`src/rtl/rhc_pkg.sv`:
```
package rhc_pkg;

  // Default channel width of a pixel
  localparam int CHANNEL_BITS_DEF = 8;

  // Hue field, whole degrees 0..360
  localparam int HUE_BITS = 9;
  localparam logic [HUE_BITS-1:0] HUE_MAX = HUE_BITS'(360);

  // Register port geometry
  localparam int CFG_AW = 3;
  localparam int CFG_DW = 32;

  // Register word indexes
  localparam logic [CFG_AW-3:0] REG_MODE = '0;

  // Mode codes; anything above HSL selects HSI
  localparam logic [1:0] MODE_HSV = 2'd0;
  localparam logic [1:0] MODE_HSL = 2'd1;
  localparam logic [1:0] MODE_HSI = 2'd2;

endpackage

```
`src/rtl/rhc_ifs.sv`:
```
// Pixel input channel
interface rhc_pix_if #(
  parameter int CHANNEL_BITS = rhc_pkg::CHANNEL_BITS_DEF
);
  logic                    valid;
  logic                    ready;
  logic [CHANNEL_BITS-1:0] red;
  logic [CHANNEL_BITS-1:0] green;
  logic [CHANNEL_BITS-1:0] blue;

  modport source (output valid, red, green, blue, input ready);
  modport sink (input valid, red, green, blue, output ready);
endinterface

// Hue / saturation / brightness result channel
interface rhc_hsx_if #(
  parameter int CHANNEL_BITS = rhc_pkg::CHANNEL_BITS_DEF
);
  logic                         valid;
  logic                         ready;
  logic [rhc_pkg::HUE_BITS-1:0] hue;
  logic [CHANNEL_BITS-1:0]      saturation;
  logic [CHANNEL_BITS-1:0]      brightness;

  modport source (output valid, hue, saturation, brightness, input ready);
  modport sink (input valid, hue, saturation, brightness, output ready);
endinterface

```
`src/rtl/rhc_div.sv`:
```
// Twin restoring divider, one quotient bit per register stage.
// Lane h forms the hue quotient, lane s the saturation quotient;
// brightness rides along. Every stage holds its own valid bit.
module rhc_div #(
  parameter int CHANNEL_BITS = rhc_pkg::CHANNEL_BITS_DEF
) (
  input  logic                         clk,
  input  logic                         rst_n,
  input  logic                         in_valid,
  output logic                         in_ready,
  input  logic [CHANNEL_BITS+9:0]      hnum,
  input  logic [CHANNEL_BITS:0]        hden,
  input  logic [2*CHANNEL_BITS:0]      snum,
  input  logic [CHANNEL_BITS:0]        sden,
  input  logic [CHANNEL_BITS-1:0]      bri,
  output logic                         out_valid,
  input  logic                         out_ready,
  output logic [rhc_pkg::HUE_BITS-1:0] hue,
  output logic [CHANNEL_BITS-1:0]      sat,
  output logic [CHANNEL_BITS-1:0]      bri_o
);

  localparam int CB  = CHANNEL_BITS;
  localparam int QW  = (CB > rhc_pkg::HUE_BITS) ? CB : rhc_pkg::HUE_BITS;
  localparam int HNW = CB + 10;
  localparam int SNW = 2 * CB + 1;
  localparam int DW  = CB + 1;
  localparam int HXW = HNW + QW;
  localparam int SXW = SNW + QW;

  logic [QW-1:0]  v_r;
  logic [QW:0]    rdy;
  logic [HNW-1:0] hrem_r [QW-1];
  logic [SNW-1:0] srem_r [QW-1];
  logic [DW-1:0]  hd_r   [QW-1];
  logic [DW-1:0]  sd_r   [QW-1];
  logic [QW-1:0]  hq_r   [QW];
  logic [QW-1:0]  sq_r   [QW];
  logic [CB-1:0]  b_r    [QW];

  assign rdy[QW]  = out_ready;
  assign in_ready = rdy[0];

  for (genvar k = 0; k < QW; k++) begin : g_stage
    localparam int J = QW - 1 - k;

    logic           v_in;
    logic [HNW-1:0] hrem_in;
    logic [SNW-1:0] srem_in;
    logic [DW-1:0]  hd_in;
    logic [DW-1:0]  sd_in;
    logic [QW-1:0]  hq_in;
    logic [QW-1:0]  sq_in;
    logic [CB-1:0]  b_in;
    logic [HXW-1:0] hsh;
    logic [SXW-1:0] ssh;
    logic           hge;
    logic           sge;
    logic [HNW-1:0] hrem_nxt;
    logic [SNW-1:0] srem_nxt;
    logic [QW-1:0]  hq_nxt;
    logic [QW-1:0]  sq_nxt;

    if (k == 0) begin : g_first
      assign v_in    = in_valid;
      assign hrem_in = hnum;
      assign srem_in = snum;
      assign hd_in   = hden;
      assign sd_in   = sden;
      assign hq_in   = '0;
      assign sq_in   = '0;
      assign b_in    = bri;
    end else begin : g_rest
      assign v_in    = v_r[k-1];
      assign hrem_in = hrem_r[k-1];
      assign srem_in = srem_r[k-1];
      assign hd_in   = hd_r[k-1];
      assign sd_in   = sd_r[k-1];
      assign hq_in   = hq_r[k-1];
      assign sq_in   = sq_r[k-1];
      assign b_in    = b_r[k-1];
    end

    // Trial subtract of the shifted divisor, set one quotient bit
    always_comb begin
      hsh      = HXW'(hd_in) << J;
      ssh      = SXW'(sd_in) << J;
      hge      = HXW'(hrem_in) >= hsh;
      sge      = SXW'(srem_in) >= ssh;
      hrem_nxt = hge ? HNW'(HXW'(hrem_in) - hsh) : hrem_in;
      srem_nxt = sge ? SNW'(SXW'(srem_in) - ssh) : srem_in;
      hq_nxt    = hq_in;
      hq_nxt[J] = hge;
      sq_nxt    = sq_in;
      sq_nxt[J] = sge;
    end

    // Stage may load when empty or when its content moves on
    assign rdy[k] = !v_r[k] || rdy[k+1];

    always_ff @(posedge clk) begin
      if (!rst_n) begin
        v_r[k] <= 1'b0;
      end else if (rdy[k]) begin
        v_r[k] <= v_in;
      end
    end

    always_ff @(posedge clk) begin
      if (rdy[k] && v_in) begin
        hq_r[k] <= hq_nxt;
        sq_r[k] <= sq_nxt;
        b_r[k]  <= b_in;
      end
    end

    // Remainder and divisor are dead after the last bit
    if (k < QW - 1) begin : g_rem
      always_ff @(posedge clk) begin
        if (rdy[k] && v_in) begin
          hrem_r[k] <= hrem_nxt;
          srem_r[k] <= srem_nxt;
          hd_r[k]   <= hd_in;
          sd_r[k]   <= sd_in;
        end
      end
    end
  end

  assign out_valid = v_r[QW-1];
  assign hue       = hq_r[QW-1][rhc_pkg::HUE_BITS-1:0];
  assign sat       = sq_r[QW-1][CB-1:0];
  assign bri_o     = b_r[QW-1];

endmodule

```
`src/rtl/rgb_to_hsv_hsl_hsi_convert.sv`:
```
// Channel  | Dir | Payload                          | Handshake
// in_ch    | in  | red, green, blue                 | valid/ready
// out_ch   | out | hue, saturation, brightness      | valid/ready
// cfg_*    | in  | mode register at word 0          | APB write/read
//
// One pixel per cycle sustained while out_ch is ready. Three front stages, then one
// divider stage per quotient bit, Q = max(9, CHANNEL_BITS) quotient bits.
// Synchronous active-low reset clears all valid bits and sets mode to HSV.
// Each stage advances when it is empty or the next one takes its content, so
// bubbles fill under a stall and no pixel is dropped or repeated.
module rgb_to_hsv_hsl_hsi_convert #(
  parameter int CHANNEL_BITS = rhc_pkg::CHANNEL_BITS_DEF
) (
  input  logic                       clk,
  input  logic                       rst_n,
  rhc_pix_if.sink                    in_ch,
  rhc_hsx_if.source                  out_ch,
  input  logic                       cfg_psel,
  input  logic                       cfg_penable,
  input  logic                       cfg_pwrite,
  input  logic [rhc_pkg::CFG_AW-1:0] cfg_paddr,
  input  logic [rhc_pkg::CFG_DW-1:0] cfg_pwdata,
  output logic [rhc_pkg::CFG_DW-1:0] cfg_prdata,
  output logic                       cfg_pready
);

  localparam int CB  = CHANNEL_BITS;
  localparam int SW  = CB + 2;
  localparam int K   = SW + 2;
  localparam int TW  = CB + 10;
  localparam int HNW = CB + 10;
  localparam int SNW = 2 * CB + 1;
  localparam int DW  = CB + 1;
  localparam int PW  = 2 * SW + 1;
  localparam logic [SW:0]           RECIP3 = (SW+1)'(((longint'(1) << K) + 2) / 3);
  localparam logic [CB-1:0]         PIX    = '1;
  localparam logic signed [TW-1:0]  C60    = TW'(60);
  localparam logic signed [TW-1:0]  C120   = TW'(120);
  localparam logic signed [TW-1:0]  C240   = TW'(240);
  localparam logic signed [TW-1:0]  C360   = TW'(360);

  typedef enum logic [1:0] {SEC_RED, SEC_GREEN, SEC_BLUE} sector_t;

  // ---------------- register port ----------------
  logic [1:0] mode_r;
  logic       cfg_wr;

  assign cfg_wr     = cfg_psel && cfg_penable && cfg_pwrite;
  assign cfg_pready = 1'b1;
  assign cfg_prdata = (cfg_paddr[rhc_pkg::CFG_AW-1:2] == rhc_pkg::REG_MODE) ?
                      rhc_pkg::CFG_DW'(mode_r) : '0;

  always_ff @(posedge clk) begin
    if (!rst_n) begin
      mode_r <= rhc_pkg::MODE_HSV;
    end else if (cfg_wr && cfg_paddr[rhc_pkg::CFG_AW-1:2] == rhc_pkg::REG_MODE) begin
      mode_r <= cfg_pwdata[1:0];
    end
  end

  // ---------------- stage 1: max, min, sector ----------------
  logic                 rdy1, rdy2, rdy3, div_rdy;
  logic [CB-1:0]        mx1, mn1;
  sector_t              sec1;
  logic signed [CB:0]   dif1;
  logic [SW-1:0]        sum1;

  logic                 v1_r;
  logic [CB-1:0]        mx1_r, mn1_r;
  sector_t              sec1_r;
  logic signed [CB:0]   dif1_r;
  logic [SW-1:0]        sum1_r;
  logic [1:0]           mode1_r;

  always_comb begin
    mx1 = in_ch.red;
    mn1 = in_ch.red;
    if (in_ch.green > mx1) mx1 = in_ch.green;
    if (in_ch.green < mn1) mn1 = in_ch.green;
    if (in_ch.blue > mx1)  mx1 = in_ch.blue;
    if (in_ch.blue < mn1)  mn1 = in_ch.blue;
    if (mx1 == in_ch.red) begin
      sec1 = SEC_RED;
      dif1 = $signed({1'b0, in_ch.green}) - $signed({1'b0, in_ch.blue});
    end else if (mx1 == in_ch.green) begin
      sec1 = SEC_GREEN;
      dif1 = $signed({1'b0, in_ch.blue}) - $signed({1'b0, in_ch.red});
    end else begin
      sec1 = SEC_BLUE;
      dif1 = $signed({1'b0, in_ch.red}) - $signed({1'b0, in_ch.green});
    end
    sum1 = SW'(in_ch.red) + SW'(in_ch.green) + SW'(in_ch.blue);
  end

  assign rdy1        = !v1_r || rdy2;
  assign in_ch.ready = rdy1;

  always_ff @(posedge clk) begin
    if (!rst_n) begin
      v1_r <= 1'b0;
    end else if (rdy1) begin
      v1_r <= in_ch.valid;
    end
  end

  always_ff @(posedge clk) begin
    if (rdy1 && in_ch.valid) begin
      mx1_r   <= mx1;
      mn1_r   <= mn1;
      sec1_r  <= sec1;
      dif1_r  <= dif1;
      sum1_r  <= sum1;
      mode1_r <= mode_r;
    end
  end

  // ---------------- stage 2: hue numerator, intensity ----------------
  logic [CB-1:0]         d2;
  logic signed [TW-1:0]  dd2, t2;
  logic [PW-1:0]         prod2;

  logic                  v2_r;
  logic [CB-1:0]         d2_r, mx2_r, mn2_r, int2_r;
  logic [TW-2:0]         t2_r;
  logic [1:0]            mode2_r;

  always_comb begin
    d2  = mx1_r - mn1_r;
    dd2 = $signed(TW'(d2));
    t2  = TW'(dif1_r) * C60;
    case (sec1_r)
      SEC_GREEN: t2 = t2 + C120 * dd2;
      SEC_BLUE:  t2 = t2 + C240 * dd2;
      default:   t2 = t2;
    endcase
    // Wrap negative hue by a full turn
    if (t2 < 0) t2 = t2 + C360 * dd2;
    // Divide the channel sum by three through a reciprocal
    prod2 = PW'(sum1_r) * PW'(RECIP3);
  end

  assign rdy2 = !v2_r || rdy3;

  always_ff @(posedge clk) begin
    if (!rst_n) begin
      v2_r <= 1'b0;
    end else if (rdy2) begin
      v2_r <= v1_r;
    end
  end

  always_ff @(posedge clk) begin
    if (rdy2 && v1_r) begin
      d2_r    <= d2;
      t2_r    <= t2[TW-2:0];
      mx2_r   <= mx1_r;
      mn2_r   <= mn1_r;
      int2_r  <= prod2[K +: CB];
      mode2_r <= mode1_r;
    end
  end

  // ---------------- stage 3: dividends and divisors ----------------
  logic [CB:0]     sl3, adev3, pixw3;
  logic [CB-1:0]   den3, x3, bri3;
  logic            ok3;
  logic [2*CB-1:0] num3;
  logic [HNW-1:0]  hn3;
  logic [DW-1:0]   hd3, sd3;
  logic [SNW-1:0]  sn3;

  logic            v3_r;
  logic [HNW-1:0]  hn3_r;
  logic [DW-1:0]   hd3_r, sd3_r;
  logic [SNW-1:0]  sn3_r;
  logic [CB-1:0]   bri3_r;

  always_comb begin
    // Gray pixel: force a zero quotient
    if (d2_r == '0) begin
      hn3 = '0;
      hd3 = DW'(1);
    end else begin
      hn3 = HNW'({t2_r, 1'b0}) + HNW'(d2_r);
      hd3 = {d2_r, 1'b0};
    end

    sl3   = DW'(mx2_r) + DW'(mn2_r);
    pixw3 = DW'(PIX);
    adev3 = (sl3 >= pixw3) ? sl3 - pixw3 : pixw3 - sl3;

    case (mode2_r)
      rhc_pkg::MODE_HSV: begin
        ok3  = mx2_r != '0;
        den3 = mx2_r;
        x3   = d2_r;
        bri3 = mx2_r;
      end
      rhc_pkg::MODE_HSL: begin
        den3 = CB'(pixw3 - adev3);
        ok3  = d2_r != '0 && den3 != '0;
        x3   = d2_r;
        bri3 = sl3[CB:1];
      end
      default: begin
        ok3  = int2_r != '0 && int2_r >= mn2_r;
        den3 = int2_r;
        x3   = int2_r - mn2_r;
        bri3 = int2_r;
      end
    endcase

    // Scale by full scale: x * (2^CB - 1)
    num3 = {x3, {CB{1'b0}}} - (2*CB)'(x3);
    if (ok3) begin
      sn3 = {num3, 1'b0} + SNW'(den3);
      sd3 = {den3, 1'b0};
    end else begin
      sn3 = '0;
      sd3 = DW'(1);
    end
  end

  assign rdy3 = !v3_r || div_rdy;

  always_ff @(posedge clk) begin
    if (!rst_n) begin
      v3_r <= 1'b0;
    end else if (rdy3) begin
      v3_r <= v2_r;
    end
  end

  always_ff @(posedge clk) begin
    if (rdy3 && v2_r) begin
      hn3_r  <= hn3;
      hd3_r  <= hd3;
      sn3_r  <= sn3;
      sd3_r  <= sd3;
      bri3_r <= bri3;
    end
  end

  // ---------------- divider pipeline, rounded quotients ----------------
  rhc_div #(
    .CHANNEL_BITS (CHANNEL_BITS)
  ) u_div (
    .clk       (clk),
    .rst_n     (rst_n),
    .in_valid  (v3_r),
    .in_ready  (div_rdy),
    .hnum      (hn3_r),
    .hden      (hd3_r),
    .snum      (sn3_r),
    .sden      (sd3_r),
    .bri       (bri3_r),
    .out_valid (out_ch.valid),
    .out_ready (out_ch.ready),
    .hue       (out_ch.hue),
    .sat       (out_ch.saturation),
    .bri_o     (out_ch.brightness)
  );

endmodule

```
`src/flat_wrapper.sv`:
```
// flat-port wrapper written by rule: the top's interface ports become plain ports
module rgb_to_hsv_hsl_hsi_convert_flat 
#(
  parameter int CHANNEL_BITS = rhc_pkg::CHANNEL_BITS_DEF
)
  (clk, rst_n, cfg_psel, cfg_penable, cfg_pwrite, cfg_paddr, cfg_pwdata, cfg_prdata, cfg_pready, in_ch_valid, in_ch_red, in_ch_green, in_ch_blue, in_ch_ready, out_ch_valid, out_ch_hue, out_ch_saturation, out_ch_brightness, out_ch_ready);
  rhc_pix_if #(.CHANNEL_BITS(CHANNEL_BITS)) in_ch_i ();
  rhc_hsx_if #(.CHANNEL_BITS(CHANNEL_BITS)) out_ch_i ();
  input  logic clk;
  input  logic rst_n;
  input  logic cfg_psel;
  input  logic cfg_penable;
  input  logic cfg_pwrite;
  input  logic [rhc_pkg::CFG_AW-1:0] cfg_paddr;
  input  logic [rhc_pkg::CFG_DW-1:0] cfg_pwdata;
  output logic [rhc_pkg::CFG_DW-1:0] cfg_prdata;
  output logic cfg_pready;
  input wire logic [$bits(in_ch_i.valid)-1:0] in_ch_valid;
  input wire logic [$bits(in_ch_i.red)-1:0] in_ch_red;
  input wire logic [$bits(in_ch_i.green)-1:0] in_ch_green;
  input wire logic [$bits(in_ch_i.blue)-1:0] in_ch_blue;
  output wire logic [$bits(in_ch_i.ready)-1:0] in_ch_ready;
  output wire logic [$bits(out_ch_i.valid)-1:0] out_ch_valid;
  output wire logic [$bits(out_ch_i.hue)-1:0] out_ch_hue;
  output wire logic [$bits(out_ch_i.saturation)-1:0] out_ch_saturation;
  output wire logic [$bits(out_ch_i.brightness)-1:0] out_ch_brightness;
  input wire logic [$bits(out_ch_i.ready)-1:0] out_ch_ready;
  assign in_ch_i.valid = in_ch_valid;
  assign in_ch_i.red = in_ch_red;
  assign in_ch_i.green = in_ch_green;
  assign in_ch_i.blue = in_ch_blue;
  assign in_ch_ready = in_ch_i.ready;
  assign out_ch_valid = out_ch_i.valid;
  assign out_ch_hue = out_ch_i.hue;
  assign out_ch_saturation = out_ch_i.saturation;
  assign out_ch_brightness = out_ch_i.brightness;
  assign out_ch_i.ready = out_ch_ready;
  rgb_to_hsv_hsl_hsi_convert #(.CHANNEL_BITS(CHANNEL_BITS)) u_core (.clk(clk), .rst_n(rst_n), .in_ch(in_ch_i), .out_ch(out_ch_i), .cfg_psel(cfg_psel), .cfg_penable(cfg_penable), .cfg_pwrite(cfg_pwrite), .cfg_paddr(cfg_paddr), .cfg_pwdata(cfg_pwdata), .cfg_prdata(cfg_prdata), .cfg_pready(cfg_pready));
endmodule
```
`config.mk`:
```
export PLATFORM = sky130hd
export DESIGN_NAME = rgb_to_hsv_hsl_hsi_convert_flat
export DESIGN_NICKNAME = d
export VERILOG_FILES = /design/src/rtl/rhc_pkg.sv /design/src/rtl/rhc_ifs.sv /design/src/rtl/rhc_div.sv /design/src/rtl/rgb_to_hsv_hsl_hsi_convert.sv /design/src/flat_wrapper.sv
export SDC_FILE = /design/constraint.sdc
export NUM_CORES = 2
export LEC_CHECK = 0
export BUFFER_PORTS_ARGS = -buffer_cell sky130_fd_sc_hd__buf_2
export CELL_PAD_IN_SITES_DETAIL_PLACEMENT = 1
export CELL_PAD_IN_SITES_GLOBAL_PLACEMENT = 2
export CORE_ASPECT_RATIO = 1.5
export CORE_MARGIN = 2
export CORE_UTILIZATION = 42
export DETAILED_ROUTE_END_ITERATION = 10
export HOLD_SLACK_MARGIN = 0.02
export PLACE_DENSITY = 0.84
export REMOVE_ABC_BUFFERS = 1
export SYNTH_ARGS = -nofsm -noshare
export SYNTH_HDL_FRONTEND = slang
export SYNTH_SLANG_ARGS = --single-unit
```
`constraint.sdc`:
```
create_clock -name clk -period 7.9 [get_ports clk]
set_input_delay 0.395 -clock clk [delete_from_list [all_inputs] [get_ports clk]]
set_output_delay 0.395 -clock clk [all_outputs]
set_load 0.03 [all_outputs]
```
Word-level counts from Yosys, hierarchy flattened
Memories as Yosys holds them, arrays and structs flattened.
Cells that the tools add are included.
{ "totals": {"register_bits": 165, "ramBits": 658, "out_inout_bits": 60, "n_memories": 7} }
{ "mem_list": {"columns": ["name", "depth", "width", "read_ports", "rd_clocked_by_memory_dff", "wr", "line_no", "source"], "rows": [
  ["u_core.u_div.hrem_r", 8, 18, 8, 0, 8, "rhc_div.sv:33", "logic [HNW-1:0] hrem_r [QW-1];"],
  ["u_core.u_div.srem_r", 8, 17, 8, 0, 8, "rhc_div.sv:34", "logic [SNW-1:0] srem_r [QW-1];"],
  ["u_core.u_div.hq_r", 9, 9, 9, 0, 9, "rhc_div.sv:37", "logic [QW-1:0] hq_r [QW];"],
  ["u_core.u_div.sq_r", 9, 9, 9, 0, 9, "rhc_div.sv:38", "logic [QW-1:0] sq_r [QW];"],
  ["u_core.u_div.b_r", 9, 8, 9, 0, 9, "rhc_div.sv:39", "logic [CB-1:0] b_r [QW];"],
  ["u_core.u_div.hd_r", 8, 9, 8, 0, 8, "rhc_div.sv:35", "logic [DW-1:0] hd_r [QW-1];"],
  ["1 more memories", null, null, null, null, null, null, null]
]} }
{ "classes": {"add_sub_neg": 33, "multipliers": 5, "order_cmp": 25, "eq_ne": 5, "n_mux": 51, "n_bitwise": 1, "n_reduce_logical": 48} }
{ "op_table": {"columns": ["cell", "count"], "rows": [
  ["2-to-1 mux 17 bit", 9],
  ["2-to-1 mux 18 bit", 8],
  ["2-to-1 mux 8 bit", 6],
  ["adder 18 bit", 2],
  ["case mux 18 bit (2 select lines)", 1],
  ["case mux 8 bit (2 select lines)", 2],
  ["nonzero test 8 bit", 4],
  ["subtractor 8 x 8 -> 9 bit", 3],
  ["multiplier 4 x 8 -> 12 bit (first input constant)", 2],
  ["2-to-1 mux 1 bit", 20],
  ["multiplier 10 x 10 -> 19 bit (second input constant)", 1],
  ["adder 18 x 8 -> 18 bit", 1],
  ["adder 8 x 8 -> 9 bit", 2],
  [">= comparator 18 x 10 -> 1 bit", 1],
  [">= comparator 18 x 11 -> 1 bit", 1],
  [">= comparator 18 x 12 -> 1 bit", 1],
  [">= comparator 18 x 13 -> 1 bit", 1],
  [">= comparator 18 x 14 -> 1 bit", 1],
  [">= comparator 18 x 15 -> 1 bit", 1],
  [">= comparator 18 x 16 -> 1 bit", 1],
  [">= comparator 18 x 17 -> 1 bit", 1],
  [">= comparator 18 x 9 -> 1 bit", 1],
  ["< comparator 18 x 1 -> 1 bit (second input constant)", 1],
  ["2-to-1 mux 9 bit", 2],
  ["other kinds (50)", 95]
]} }

Longest topological paths before layout
{ "logic_depth": {"ltp_word": 14, "ltp_mapped": 33, "mapped_depth_nobuf": 33} }

Cells and area by module
From an unflattened synthesis, not the netlist that was laid out.
{ "hier_totals": {"hier_cells": 3922, "area_unflattened_um2": 44895.6} }
{ "modules_own_cells": {"columns": ["module", "n_inst", "cells_per_inst", "area_per_inst_um2", "seq_area_each_um2"], "rows": [
  ["rhc_div", 1, 2158, 27875.5, 17506.8],
  ["rgb_to_hsv_hsl_hsi_convert", 1, 1764, 17020.1, 4454.3]
]} }

Worst setup path before layout
OpenSTA, ideal clock, no wires.
{ "synth_path": {"path_type": "register to register", "startpoint": "register u_core.mx1_r[0]", "endpoint": "register u_core.t2_r[16], data pin", "t_arrival_ns": 6.137, "required_time_ns": 7.638, "path_slack_ns": 1.501, "stages_incl_launch_ff": 31, "cell_sequence": "edfxtp_1 > inv_1 > ha_1 > inv_1 > fa_1 > xor2_1 > fa_1 > fa_1 > ha_1 > a21o_1 > a21oi_1 > o21bai_1 > a21oi_1 > nor2b_1 > o21a_1 > nor2_1 > xnor2_1 > ha_1 > nand3_1 > o2111ai_1 > a21o_1 > xor2_1 > a21oi_1 > nor2_1 > or2_2 > ha_1 > a21oi_1 > o21ai_0 > xnor2_1 > nor2_1 > xor2_1"} }
{ "synth_via": {"elab_chain_len": 6} }
{ "synth_rtl": {"columns": ["item", "line_no", "source"], "rows": [
  ["start: declaration", "rgb_to_hsv_hsl_hsi_convert.sv:69", "logic [CB-1:0] mx1_r, mn1_r;"],
  ["start signal: assignment", "rgb_to_hsv_hsl_hsi_convert.sv:108", "mx1_r <= mx1;"],
  ["subtractor 8 bit *", "rgb_to_hsv_hsl_hsi_convert.sv:128", "d2 = mx1_r - mn1_r;"],
  ["named net u_core.d2[2]", "rgb_to_hsv_hsl_hsi_convert.sv:118", "logic [CB-1:0] d2;"],
  ["multiplier 4 x 8 -> 12 bit", "rgb_to_hsv_hsl_hsi_convert.sv:132, rgb_to_hsv_hsl_hsi_convert.sv:133", null],
  ["adder 18 bit, on equally long branches", "rgb_to_hsv_hsl_hsi_convert.sv:132, rgb_to_hsv_hsl_hsi_convert.sv:133", null],
  ["case mux 18 bit (2 select lines)", "rgb_to_hsv_hsl_hsi_convert.sv:131", "case (sec1_r)"],
  ["adder 17 bit / < comparator 18 x 1 -> 1 bit (equally long branches)", "rgb_to_hsv_hsl_hsi_convert.sv:137", "if (t2 < 0) t2 = t2 + C360 * dd2;"],
  ["2-to-1 mux 17 bit *", "rgb_to_hsv_hsl_hsi_convert.sv:137", null],
  ["named net u_core.t2[16]", "rgb_to_hsv_hsl_hsi_convert.sv:119", "logic signed [TW-1:0] dd2, t2;"],
  ["end signal: assignment", "rgb_to_hsv_hsl_hsi_convert.sv:155", "t2_r <= t2[TW-2:0];"],
  ["end: declaration", "rgb_to_hsv_hsl_hsi_convert.sv:124", "logic [TW-2:0] t2_r;"]
]} }
The timed path passes the listed nets; every way through them passes the cells marked *.
A chain may end at the register's enable or synchronous reset.

Worst setup path in the final report
Ends and elaborated chain as after synthesis.

==> results by group <==
Logic synthesis
  • Post-Synthesis Cells: 3816
  • Post-synth EDFFs: 693
  • Post-synthesis sequential element count: 707
  • Predominant post-synthesis flop cell: sky130_fd_sc_hd__edfxtp_1
  • Count of synthesis-stage warnings from yosys: 0
  • Portion of synthesized cell area occupied by the leading cell type: 48.33%
  • Share of synthesized area occupied by flip-flops and latches: 48.98%
  • Asr flop ratio synth: 0%
  • Post-synth top area cell: sky130_fd_sc_hd__edfxtp_1
  • Post-synth cell types: 80
  • Top post-synthesis cells by count: sky130_fd_sc_hd__edfxtp_1 (693), sky130_fd_sc_hd__inv_1 (447), sky130_fd_sc_hd__ha_1 (417)
  • Top area cells in the synthesized netlist: sky130_fd_sc_hd__edfxtp_1 (48%), sky130_fd_sc_hd__ha_1 (12%), sky130_fd_sc_hd__inv_1 (3.9%), sky130_fd_sc_hd__xnor2_1 (3.8%), sky130_fd_sc_hd__fa_1 (3.8%)
  • Most instantiated library cell after synthesis: sky130_fd_sc_hd__edfxtp_1
  • Netlist Area Pre-Place: 43060 sq um
  • Mean area per synthesized cell: 11.28 sq um

Detailed routing
  • Vias: 28060
  • Routed WL: 97820 um
  • Average via count per standard cell: 5.320
  • DRC viols: 0
  • Routed len/inst: 18.54 um
  • First-pass DRT Iterations: 5
  • Detailed Route Iter0 Violations: 1005
  • Antenna Violating Nets Remaining: 0

Clocking
  • Clk sinks: 707
  • Setup bufs post-CTS: 0
  • Level count of the clock H-tree: 3
  • Clock-pin slew reported for the worst setup and hold paths after clock tree synthesis: 60 ps
  • Clock latency on the worst-skew pair: 670 ps
  • TritonCTS Buffers: 72
  • Clock root cell: sky130_fd_sc_hd__clkbuf_16
  • TritonCTS clock tree: built
  • Maximum buffer depth of the clock tree: 3

Min path
  • Number of instances on the worst hold path: 3
  • Hold path startpoint: in_ch_valid
  • Hold WC Path Type: in -> reg
  • Hold Crit Endpoint: u_core.v1_r$_SDFFE_PN0N_

Worst setup path
  • Crit path required time: 8280 ps
  • Dominant cell type by count on the critical path: sky130_fd_sc_hd__ha_1
  • Nature of the critical path startpoint: flop
  • Worst path slowest cell: sky130_fd_sc_hd__fa_1
  • Terminus of the critical flop-to-flop path: u_core.t2_r[16]$_DFFE_PP_
  • Largest fanout of any net on the critical path: 7
  • Worst R2R Setup Slack: 910 ps
  • Crit Path Category: reg -> reg
  • Delay of the slowest critical-path stage: 590 ps
  • Launch instance of the worst register-to-register path: u_core.mx1_r[0]$_DFFE_PP_
  • Critical path buffer and inverter count: 3
  • Top cell family by delay on the critical path: adder cells
  • Critical path endpoint category: flop
  • CP Data Arrival Time: 7370 ps
  • Worst-case reg-to-reg path depth: 29

Place
  • IO buf count: 62
  • Post-detail-place hpwl: 78750 um
  • Inst Count DP: 5140
  • Last weighted congestion value of the routability-driven placer: 0.8503
  • Worst setup slack after placement: 892.3 ps

Timing
  • Setup slack of the critical path after layout: 906.4 ps
  • Fin crit period: 6994 ps
  • Max Clock Freq: 143.0 MHz
  • Final-report max-slew violation count: 0
  • Worst-case hold slack: 66.19 ps
  • Post-route setup TNS: 0 ps
  • Max transition margin: 24.56%
  • Final hold violations: 0
  • Slew of the pin with the lowest slew margin: 1132 ps
  • Final clock period utilization by the worst path: 88.53%
  • Total of endpoints with negative setup slack in the final report: 0
  • Unrepaired setup endpoints after global routing: no
  • Setup clock skew after layout: 32.89 ps

Floorplan
  • Die span in x: 265.4 um
  • Height of the chip: 396.2 um
  • Full die area: 105200 sq um
  • Number of core rows: 143
  • Placeable core region: 101400 sq um
  • Starting Density: 42.45%
  • Top-level port count: 126

Cells and area
  • Non-filler instance count after layout: 5275
  • Net count reported at finish: 4475
  • Ratio of cells with drive above 1 in the final layout: 6.801%
  • Count of inserted antenna diode cells: 0
  • Fill cells: 10900
  • Area growth syn-to-layout: 9.656%

GRT
  • Number of antenna violations at the first check in global routing: 0
  • GRT overflow: 0
  • Global-route wire length before repair: 157800 um
  • GRT Resource Usage Total: 18.90%
  • Largest net degree at the start of global routing: 69
  • Vias in the first global route: 31270

Run status
  • Result of the run: completed

Flow run
  • Max-cap violation count: 0
[worst max path at each step]
stage / cells past startpoint / slack [ps] / to / from
6_report: 29 / 910 / u_core.t2_r[16]$_DFFE_PP_ / u_core.mx1_r[0]$_DFFE_PP_
5_1_grt: 27 / 340 / u_core.t2_r[16]$_DFFE_PP_ / u_core.mx1_r[0]$_DFFE_PP_
4_1_cts: 29 / 770 / u_core.t2_r[16]$_DFFE_PP_ / u_core.mx1_r[0]$_DFFE_PP_
3_5_place_dp: 29 / 890 / u_core.t2_r[16]$_DFFE_PP_ / u_core.mx1_r[0]$_DFFE_PP_
3_3_place_gp: 29 / 980 / u_core.t2_r[16]$_DFFE_PP_ / u_core.mx1_r[0]$_DFFE_PP_
2_1_floorplan: 24 / 980 / u_core.t2_r[12]$_DFFE_PP_ / u_core.mx1_r[0]$_DFFE_PP_
[final cells by class]
type	instances	area, sq um	area share, %
repair buffers	97	578.1	1.224
clock inverters	46	392.9	0.8321
inverters	447	1678	3.553
flip-flops and latches	707	21090	44.67
clock buffers	87	1868	3.956
well taps	1305	1633	3.458
multi-input cells	2586	19980	42.31
[per-layer routing]
| metal | wire [um] | global-route usage, % | vias up |
|---|---|---|---|
| met5 | 0 | 0 | - |
| met4 | 4692 | 9.282 | 0 |
| met3 | 2181 | 2.205 | 205 |
| met2 | 59210 | 41.02 | 300 |
| met1 | 31740 | 16.12 | 13780 |
| li1 | - | - | 13780 |
[worst register-to-register path: cells and delay by family (launching register included)]
kind | cells | cell delay, ps
adder cells (fa/ha/maj) | 7 | 2610
XOR/XNOR | 4 | 660
AND/OR/NAND/NOR | 6 | 690
buffers and inverters | 3 | 330
flip-flops | 1 | 380
AO/OA/AOI/OAI | 9 | 2080
[kinds of logic after synthesis]
family                     share of synthesized area [%]
and+or+nand+nor                                    10.39
muxes                                              1.897
DFF                                                48.98
adders and majority gates                          15.91
AOI/OAI and AO/OA                                  11.62
other                                            0.01744
xor gates and xnor gates                           6.000
buffers and inverters                              5.193
[cell usage in the layout (no fill, tap or decap), types with 19 or more instances in the layout]
master                        n
sky130_fd_sc_hd__a211oi_1    32
sky130_fd_sc_hd__a21boi_0    39
sky130_fd_sc_hd__a21o_1      98
sky130_fd_sc_hd__a21oi_1    232
sky130_fd_sc_hd__and2_1      20
sky130_fd_sc_hd__buf_2       62
sky130_fd_sc_hd__buf_4       33
sky130_fd_sc_hd__clkbuf_16   72
sky130_fd_sc_hd__clkinv_2    19
sky130_fd_sc_hd__conb_1      31
sky130_fd_sc_hd__edfxtp_1   693
sky130_fd_sc_hd__fa_1        81
sky130_fd_sc_hd__ha_1       417
sky130_fd_sc_hd__inv_1      447
sky130_fd_sc_hd__mux2_2      25
sky130_fd_sc_hd__mux2i_1     52
sky130_fd_sc_hd__nand2_1    180
sky130_fd_sc_hd__nand2b_1    60
sky130_fd_sc_hd__nand3_1     43
sky130_fd_sc_hd__nand4_1     45
sky130_fd_sc_hd__nor2_1     272
sky130_fd_sc_hd__nor2b_1     89
sky130_fd_sc_hd__nor3_1      54
sky130_fd_sc_hd__nor4_1      32
sky130_fd_sc_hd__o21a_1      28
sky130_fd_sc_hd__o21ai_0    185
sky130_fd_sc_hd__o21bai_1    25
sky130_fd_sc_hd__o31ai_1     27
sky130_fd_sc_hd__or3_1       19
sky130_fd_sc_hd__xnor2_1    186
sky130_fd_sc_hd__xor2_1     109
[flip-flops by register name (all words and copies together) (netlist names), 9 cells and up]
signal	cells
u_core.u_div.b_r	72
u_core.u_div.hrem_r	123
u_core.sum1_r	10
u_core.u_div.sd_r	64
u_core.u_div.hq_r	45
u_core.hd3_r	9
u_core.u_div.sq_r	36
u_core.hn3_r	15
u_core.u_div.srem_r	136
u_core.u_div.hd_r	72
u_core.dif1_r	9
u_core.sn3_r	17
u_core.t2_r	15
[through the flow]
stage | util [%] | area, sq um
after floorplan | - | 42610
after global routing | 46.54 | 47220
after global placement | 44.30 | 44940
after detailed placement | 44.30 | 44940
after CTS | 46.54 | 47220
final | 46.54 | 47220
[what timing repair did]
action	4_1_cts	5_1_grt
resized for setup	0	0
hold buffers	2	0
endpoints found under the hold margin	2	0
Power is left out: the tool's default activity adds up to more than one toggle a clock period on the data nets, which glitch-free logic cannot reach.
